--- src/hdl/bra_pkg.sv ---
// ----------------------------------------------------------------------------
// bra_pkg
// Shared codes, sizes and controller/datapath interface types for the bus
// resource allocator.
// ----------------------------------------------------------------------------
package bra_pkg;

  localparam int IRQ_LINES_DEF    = 16;
  localparam int DMA_CHANNELS_DEF = 8;
  localparam int IO_SLOTS_DEF     = 16;

  localparam int MAP_W     = 16;
  localparam int MAP_IDX_W = 4;
  localparam int ADDR_W    = 16;

  localparam logic [1:0] OP_ACQUIRE = 2'd0;
  localparam logic [1:0] OP_ADVANCE = 2'd1;
  localparam logic [1:0] OP_RELEASE = 2'd2;
  localparam logic [1:0] OP_NOP     = 2'd3;

  localparam logic [1:0] KIND_IRQ = 2'd0;
  localparam logic [1:0] KIND_DMA = 2'd1;
  localparam logic [1:0] KIND_IO  = 2'd2;
  localparam logic [1:0] KIND_MEM = 2'd3;

  localparam logic [1:0] ST_OK    = 2'd0;
  localparam logic [1:0] ST_NONE  = 2'd1;
  localparam logic [1:0] ST_FULL  = 2'd2;
  localparam logic [1:0] ST_UNSUP = 2'd3;

  typedef struct packed {
    logic       load;
    logic       bits_exec;
    logic       scan_clr;
    logic       scan_rd;
    logic       rel_apply;
    logic       base_init;
    logic       base_step;
    logic       io_claim;
    logic       res_set;
    logic [1:0] res_status;
  } bra_cmd_t;

  typedef struct packed {
    logic [1:0] op;
    logic [1:0] kind;
    logic       holds;
    logic       align_zero;
    logic       scan_last;
    logic       free_found;
    logic       hit;
    logic       over;
  } bra_stat_t;

endpackage

--- src/hdl/bra_ctrl.sv ---
// ----------------------------------------------------------------------------
// bra_ctrl
// Controller: accepts a request word, dispatches by kind, sequences the io
// release and collision scans, and strobes the result.
// ----------------------------------------------------------------------------
module bra_ctrl
  import bra_pkg::*;
(
  input  logic      clk,
  input  logic      rst_n,
  input  logic      start,
  output logic      busy,
  input  bra_stat_t stat,
  output bra_cmd_t  cmd,
  output logic      out_valid
);

  typedef enum logic [2:0] {
    S_IDLE,
    S_DISPATCH,
    S_REL_SCAN,
    S_REL_TAIL,
    S_REL_APPLY,
    S_COL_SCAN,
    S_COL_TAIL,
    S_COL_EVAL
  } state_t;

  state_t state_r;
  state_t state_nxt;
  logic   out_valid_r;
  logic   out_valid_nxt;

  always_comb begin
    state_nxt     = state_r;
    cmd           = '0;
    out_valid_nxt = 1'b0;
    case (state_r)
      S_IDLE: begin
        if (start) begin
          cmd.load  = 1'b1;
          state_nxt = S_DISPATCH;
        end
      end
      S_DISPATCH: begin
        if (stat.op == OP_NOP) begin
          cmd.res_set    = 1'b1;
          cmd.res_status = ST_OK;
          out_valid_nxt  = 1'b1;
          state_nxt      = S_IDLE;
        end else if (stat.kind == KIND_MEM) begin
          cmd.res_set    = 1'b1;
          cmd.res_status = ST_UNSUP;
          out_valid_nxt  = 1'b1;
          state_nxt      = S_IDLE;
        end else if (stat.kind != KIND_IO) begin
          cmd.bits_exec = 1'b1;
          out_valid_nxt = 1'b1;
          state_nxt     = S_IDLE;
        end else begin
          cmd.base_init = 1'b1;
          cmd.scan_clr  = 1'b1;
          if ((stat.op != OP_ACQUIRE) && stat.holds) begin
            state_nxt = S_REL_SCAN;
          end else if (stat.op == OP_RELEASE) begin
            cmd.res_set    = 1'b1;
            cmd.res_status = ST_OK;
            out_valid_nxt  = 1'b1;
            state_nxt      = S_IDLE;
          end else begin
            state_nxt = S_COL_SCAN;
          end
        end
      end
      S_REL_SCAN: begin
        cmd.scan_rd = 1'b1;
        if (stat.scan_last) begin
          state_nxt = S_REL_TAIL;
        end
      end
      S_REL_TAIL: begin
        state_nxt = S_REL_APPLY;
      end
      S_REL_APPLY: begin
        cmd.rel_apply = 1'b1;
        if (stat.op == OP_RELEASE) begin
          cmd.res_set    = 1'b1;
          cmd.res_status = ST_OK;
          out_valid_nxt  = 1'b1;
          state_nxt      = S_IDLE;
        end else begin
          cmd.scan_clr = 1'b1;
          state_nxt    = S_COL_SCAN;
        end
      end
      S_COL_SCAN: begin
        cmd.scan_rd = 1'b1;
        if (stat.scan_last) begin
          state_nxt = S_COL_TAIL;
        end
      end
      S_COL_TAIL: begin
        state_nxt = S_COL_EVAL;
      end
      S_COL_EVAL: begin
        if (!stat.free_found) begin
          cmd.res_set    = 1'b1;
          cmd.res_status = ST_FULL;
          out_valid_nxt  = 1'b1;
          state_nxt      = S_IDLE;
        end else if (((stat.op == OP_ADVANCE) && stat.align_zero) || stat.over) begin
          cmd.res_set    = 1'b1;
          cmd.res_status = ST_NONE;
          out_valid_nxt  = 1'b1;
          state_nxt      = S_IDLE;
        end else if (!stat.hit) begin
          cmd.io_claim  = 1'b1;
          out_valid_nxt = 1'b1;
          state_nxt     = S_IDLE;
        end else if (stat.align_zero) begin
          cmd.res_set    = 1'b1;
          cmd.res_status = ST_NONE;
          out_valid_nxt  = 1'b1;
          state_nxt      = S_IDLE;
        end else begin
          cmd.base_step = 1'b1;
          cmd.scan_clr  = 1'b1;
          state_nxt     = S_COL_SCAN;
        end
      end
      default: begin
        state_nxt = S_IDLE;
      end
    endcase
  end

  always_ff @(posedge clk) begin
    if (!rst_n) begin
      state_r     <= S_IDLE;
      out_valid_r <= 1'b0;
    end else begin
      state_r     <= state_nxt;
      out_valid_r <= out_valid_nxt;
    end
  end

  assign busy      = (state_r != S_IDLE);
  assign out_valid = out_valid_r;

`ifndef SYNTHESIS
  a_accept_busy: assert property (@(posedge clk) disable iff (!rst_n)
    (start && !busy) |=> busy)
    else $error("accepted word did not raise busy");

  a_strobe_idle: assert property (@(posedge clk) disable iff (!rst_n)
    out_valid |-> !busy)
    else $error("result strobe while busy");

  a_strobe_after_work: assert property (@(posedge clk) disable iff (!rst_n)
    out_valid |-> $past(state_r != S_IDLE))
    else $error("result strobe without work in progress");
`endif

endmodule

--- config.mk ---
export PLATFORM = sky130hd
export DESIGN_NAME = bra_ctrl
export DESIGN_NICKNAME = d
export VERILOG_FILES = /design/src/hdl/bra_pkg.sv /design/src/hdl/bra_ctrl.sv
export SDC_FILE = /design/constraint.sdc
export NUM_CORES = 1
export LEC_CHECK = 0
export BUFFER_PORTS_ARGS = -buffer_cell sky130_fd_sc_hd__buf_4
export CORE_MARGIN = 5
export CORE_UTILIZATION = 35
export CTS_BUF_LIST = sky130_fd_sc_hd__clkbuf_16
export DETAILED_ROUTE_END_ITERATION = 8
export PLACE_DENSITY = 0.68
export SETUP_SLACK_MARGIN = 0.02
export SYNTH_ARGS = -nofsm -noshare
export SYNTH_HDL_FRONTEND = slang
export SYNTH_SLANG_ARGS = --single-unit
--- constraint.sdc ---
create_clock -name clk -period 1.6 [get_ports clk]
set_clock_uncertainty 0.05 [all_clocks]
set_input_delay 0.32 -clock clk [delete_from_list [all_inputs] [get_ports clk]]
set_output_delay 0.32 -clock clk [all_outputs]
set_load 0.005 [all_outputs]
==> flow_summary_export.csv, run 1 <==
group,metric,value,unit
run_status,status,"finished, violations left",
run_status,violations,"setup timing",
clock_tree,clock_path_buffers,2,
logic_synthesis,yosysWarningCount,0,
logic_synthesis,synth_edf_count,0,
global_route,grt_pass1_vias,651,
global_route,grt_pass1_wl,2.97,mm
clock_tree,tritoncts,"built",
clock_tree,cts_buffers,3,
logic_synthesis,syn_nets,82,
logic_synthesis,seq_area_frac_synth,0.167,
logic_synthesis,avgSynthCellArea,6.95,um^2
clock_tree,clk_pin_slew_worst_paths,30,ps
floorplan,rows,13,
sta,max_freq,585,MHz
logic_synthesis,yosys-top-cells-area,"dfxtp_1 17%, nand2_1 6.3%, nor2_1 6.3%",
final_layout,fillCellCount,81,
floorplan,io-pin-count,26,
sta,setup_ws,-110,ps
setup_path,critPathCaptureType,"output pin",
logic_synthesis,yosysUniqueCellTypes,33,
power_and_ir_drop,p_leak,0.000456,uW
floorplan,die-area,2210,um^2
final_layout,diodes,0,
sta,rsz0062_at_grt,"true",
setup_path,crit_path_cell_trace,"or3b_4, a21oi_2, a311o_1, buf_4",
routing,drt-total-wl,1.93,mm
logic_synthesis,synth_seq_cells,4,
setup_path,critical-path-top-delay-family,"simple AND/OR/NAND/NOR gates",
routing,drtAntennaViolNets,0,
floorplan,start_util,0.368,
setup_path,crit_buf_inv,1,
final_layout,final_core_util,0.788,
placement,gp_congestion,0.804,
final_layout,final_cell_area,1020,um^2
sta,tightest_slew,296,ps
final_layout,area_delta_synth_final,114,%
sta,fin_crit,1710,ps
power_and_ir_drop,p_total,716,uW
clock_tree,cts_hold_buf,0,
floorplan,die_height,47,um
floorplan,core,1300,um^2
routing,drc_errors,0,
setup_path,startpoint_type,"register",
placement,placed_area,757,um^2
sta,drv_slew,0,
logic_synthesis,ys_top_cells_by_count,"8 x nand2_1, 8 x nor2_1, 5 x a21oi_1, 5 x o21ai_0",
global_route,grt_max_degree,10,
sta,hold_violations,0,
setup_path,worstPathRequired,1230,ps
clock_tree,cts_root_buf,"clkbuf_16",
logic_synthesis,netlist_instances,69,
final_layout,drive_above_1_share,0.600,
routing,dr.pass1.iters,4,
clock_tree,clock_sinks,4,
setup_path,max_stage_delay,410,ps
placement,dp_hpwl,1.21,mm
floorplan,fp.dieW,47,um
global_route,antenna_found_initial,0,
sta,period_share,1.07,
sta,slew_headroom,0.803,
run,cap_violations,0,
global_route,grt_overflow,0,
logic_synthesis,synth_top_area_frac,0.167,
power_and_ir_drop,powerDensity,698,nW/um^2
sta,setup_violations,5,
logic_synthesis,async_reset_ff_frac,0,
setup_path,critical_path.slowest_cell,"or3b_4",
placement,port_buffers,25,
setup_path,cp_max_fo,5,
routing,wl_per_cell,15.4,um
setup_path,crit_type,"register to output pin",
routing,vias_per_cell,5.56,
global_route,grtUsageTotal,0.194,
clock_tree,cts.htree.levels,1,
logic_synthesis,synth.cell_area,479,um^2
routing,drt_iter0_markers,10,
final_layout,final_nets,125,
sta,hold_ws,348,ps
logic_synthesis,synth_ff_type,"dfxtp_1",
power_and_ir_drop,ir_worst_vdd,0.665,mV
logic_synthesis,yosys.area.top_type,"dfxtp_1",
routing,routed-via-count,695,
clock_tree,insertion_delay,220,ps
worst_hold_path,hp-class,"primary input to register",
setup_path,crit_arrival,1340,ps
state kept, by name, summed over array words and instances, names as in the netlist:
| register | cells |
|---|---|
| state_r | 3 |
| out_valid | 1 |
routing by layer:
metal / up-vias / share of wire / track usage
li1: 333 / - / -
met1: 330 / 0.42 / 0.252
met5: - / 0 / 0
met4: 0 / 0.017 / 0.0994
met3: 5 / 0.058 / 0.0268
met2: 27 / 0.51 / 0.312
cells in the final DEF, fill, tap and decap left out, drive strengths merged, types with 2 or more instances in the layout:
| cell | n |
|---|---|
| inv | 4 |
| o22ai | 3 |
| o21ai | 5 |
| nor2b | 3 |
| buf | 42 |
| nor2 | 9 |
| dfxtp | 4 |
| a21oi | 5 |
| nor3b | 2 |
| clkbuf | 3 |
| nand2b | 3 |
| nand2 | 8 |
cells by family (layout without fill, tap and decap cells):
family	Yosys count	count (layout)	share of synthesized area
compound gates	20	20	0.319
xor+xnor	2	2	0.0366
buf+inv	8	49	0.0653
flops	4	4	0.167
mux	1	1	0.0209
simple gates	34	34	0.392
timing repair:
item,4_1_cts,5_1_grt
endpoints found under the setup margin,12,13
setup buffers,4,3
pin swaps,8,7
gates resized for setup,22,15
worst min-delay path: stages:
cell     delay, ps
buf_4           70
inv_1           70
a21oi_1        110
where the power goes:
part	switching, uW	internal [uW]	total [uW]
combinational	94.7	123	217
clock	67.3	319	386
sequential	7.32	105	112
through the flow:
step | setup WS (ps) | cells | TNS (ps)
final | -110 | 125 | -326
after global routing | -140 | 125 | -690
after CTS | -94.5 | 122 | -318
after detailed placement | -121 | 115 | -299
after global placement | -105 | 115 | -259
after floorplan | 54.1 | 69 | 0
path summary, 6_finish.rpt:
| path | startpoint | endpoint | slack (ps) | depth (start not counted) |
|---|---|---|---|---|
| max reg2reg | state_r[1] | state_r[0] | -10 | 5 |
| max | state_r[1] | cmd[2] | -110 | 4 |
| min reg2reg | state_r[2] | out_valid | 610 | 3 |
| min | rst_n | state_r[1] | 350 | 3 |
layout make-up:
| type | instances | area, um^2 | area share |
|---|---|---|---|
| multi-input combinational | 57 | 465 | 0.454 |
| timing repair buffer | 42 | 362 | 0.353 |
| tap | 15 | 18.8 | 0.0183 |
| inverter | 4 | 15.0 | 0.0147 |
| sequential | 4 | 88.8 | 0.0867 |
| clock buffer | 3 | 75.1 | 0.0733 |
No activity file was read; power rests on OpenSTA's default activity.
==> inputs of run 2 (changes only) <==
--- a/config.mk
+++ b/config.mk
@@ -5,7 +5,7 @@
 export SDC_FILE = /design/constraint.sdc
 export NUM_CORES = 1
 export LEC_CHECK = 0
-export BUFFER_PORTS_ARGS = -buffer_cell sky130_fd_sc_hd__buf_4
+export BUFFER_PORTS_ARGS = -buffer_cell sky130_fd_sc_hd__buf_2
 export CORE_MARGIN = 5
 export CORE_UTILIZATION = 35
 export CTS_BUF_LIST = sky130_fd_sc_hd__clkbuf_16
==> run 2 against run 1 <==
The flow still finishes with violations (setup timing); clock power hardly changed; register-to-register slack better by 70 ps; maximum frequency is 2.5% higher; first-iteration DRC count is 40% higher; sequential power hardly changed; worst hold slack better by 2.1 ps; clock-buffer cell count stayed put; non-clock buffer count is 5 lower; critical path depth is 1 higher; wire length is 12% lower; global-route usage is 1.8 points lower; critical path type unchanged.
==> flow_summary_export.csv, run 2 (synthesis results as in run 1) <==
group,metric,value,unit
global_route,grt_pass1_wl,2.77,mm
sta,tightest_slew,311,ps
sta,rsz0062_at_grt,"true",
routing,wl_per_cell,14.1,um
clock_tree,cts_buffers,3,
placement,port_buffers,25,
run,cap_violations,0,
setup_path,startpoint_type,"register",
sta,setup_violations,5,
setup_path,critical-path-top-delay-family,"compound AO/OA/AOI/OAI gates",
final_layout,fillCellCount,112,
floorplan,io-pin-count,26,
sta,fin_crit,1670,ps
sta,drv_slew,0,
global_route,gr-usage-met1,0.209,
run_status,status,"finished, violations left",
final_layout,final_common_cell,"buf_2",
setup_path,worstPathRequired,1230,ps
floorplan,fp.dieW,47,um
clock_tree,clock_sinks,4,
setup_path,max_stage_delay,340,ps
worst_hold_path,hp-class,"primary input to register",
setup_path,cp_max_fo,5,
floorplan,core,1300,um^2
final_layout,final_cell_area,870,um^2
power_and_ir_drop,ir_worst_vdd,0.737,mV
routing,drc_errors,0,
final_layout,regMostFlops,"state_r",
clock_tree,tritoncts,"built",
placement,dp_hpwl,1.13,mm
sta,hold_violations,0,
final_layout,layout_common_cells,"22 x buf_2, 11 x buf_4, 7 x nand2_1",
global_route,grt_pass1_vias,603,
placement,placed_area,667,um^2
global_route,grt_overflow,0,
floorplan,start_util,0.368,
routing,drt-total-wl,1.69,mm
routing,routed-via-count,640,
floorplan,die_height,47,um
setup_path,crit_type,"register to output pin",
global_route,antenna_found_initial,0,
sta,totalNegativeSetupSlack,-215,ps
sta,max_freq,600,MHz
setup_path,crit_buf_inv,2,
setup_path,critical_path.slowest_cell,"dfxtp_4",
setup_path,crit_arrival,1300,ps
global_route,grt_most_used_layer,"met2",
sta,slew_headroom,0.790,
routing,drtAntennaViolNets,0,
placement,gp_congestion,0.863,
final_layout,final_nets,120,
clock_tree,cts_hold_buf,0,
clock_tree,cts_root_buf,"clkbuf_16",
routing,drt_iter0_markers,14,
floorplan,rows,13,
routing,dr.pass1.iters,4,
final_layout,largest_register_ffs,3,
sta,period_share,1.04,
clock_tree,clock_path_buffers,2,
power_and_ir_drop,p_leak,0.000408,uW
final_layout,area_delta_synth_final,81.5,%
setup_path,critPathCaptureType,"output pin",
clock_tree,cts.htree.levels,1,
global_route,grtUsageTotal,0.176,
floorplan,die-area,2210,um^2
sta,hold_ws,350,ps
clock_tree,clk_pin_slew_worst_paths,30,ps
power_and_ir_drop,powerDensity,782,nW/um^2
clock_tree,insertion_delay,220,ps
setup_path,crit_path_cell_trace,"buf_4, nand3_4, a21oi_1, a311o_1, buf_2",
run_status,violations,"setup timing",
placement,dp_slack,-98.8,ps
final_layout,drive_above_1_share,0.562,
sta,setup_ws,-67.4,ps
global_route,grt_use_met2,0.304,
global_route,use_met3,0.0383,
final_layout,diodes,0,
routing,vias_per_cell,5.33,
global_route,grt_max_degree,8,
==> run 2: metal layers <==
metal	wire, um	vias to the layer above	part of all wire
li1	-	320	-
met1	734	307	0.43
met2	917	9	0.54
met3	22	4	0.013
met4	19	0	0.011
met5	0	-	0
==> run 2: worst min-delay path: stages <==
cell and delay, ps:
buf_2 70, inv_1 70, a21oi_1 120
==> run 2: path summary, 6_finish.rpt <==
check	start	endpoint	slack (ps)	cells after the start
worst max-delay path	state_r[0]	cmd[2]	-70	5
worst max register to register	state_r[0]	state_r[0]	60	5
worst min register to register	state_r[2]	out_valid	600	3
worst min-delay path	rst_n	state_r[1]	350	3
==> run 2: final cells by class <==
type | count | area [um^2] | share of cell area
clock buffer | 3 | 75.1 | 0.0863
tap | 15 | 18.8 | 0.0216
sequential | 4 | 88.8 | 0.102
multi-input combinational | 57 | 430 | 0.495
inverter | 4 | 15.0 | 0.0173
timing repair buffer | 37 | 241 | 0.278
==> run 2: timing repair <==
item | CTS | global route
setup endpoints to repair | 11 | 11
gates resized for setup | 13 | 15
buffers inserted | 2 | 2
pin swaps | 5 | 6
==> run 2: through the flow <==
step            util  total power [uW]  std cells
2_1_floorplan      -               190         69
3_3_place_gp   0.513               252        113
3_5_place_dp   0.513               254        113
4_1_cts        0.618               651        118
5_1_grt        0.668               711        120
6_report       0.668               680        120
==> run 2: where the power goes <==
group / total (uW) / internal (uW) / switching [uW]
Combinational: 180 / 96.1 / 84.2
Clock: 388 / 319 / 68.5
Sequential: 112 / 106 / 5.95
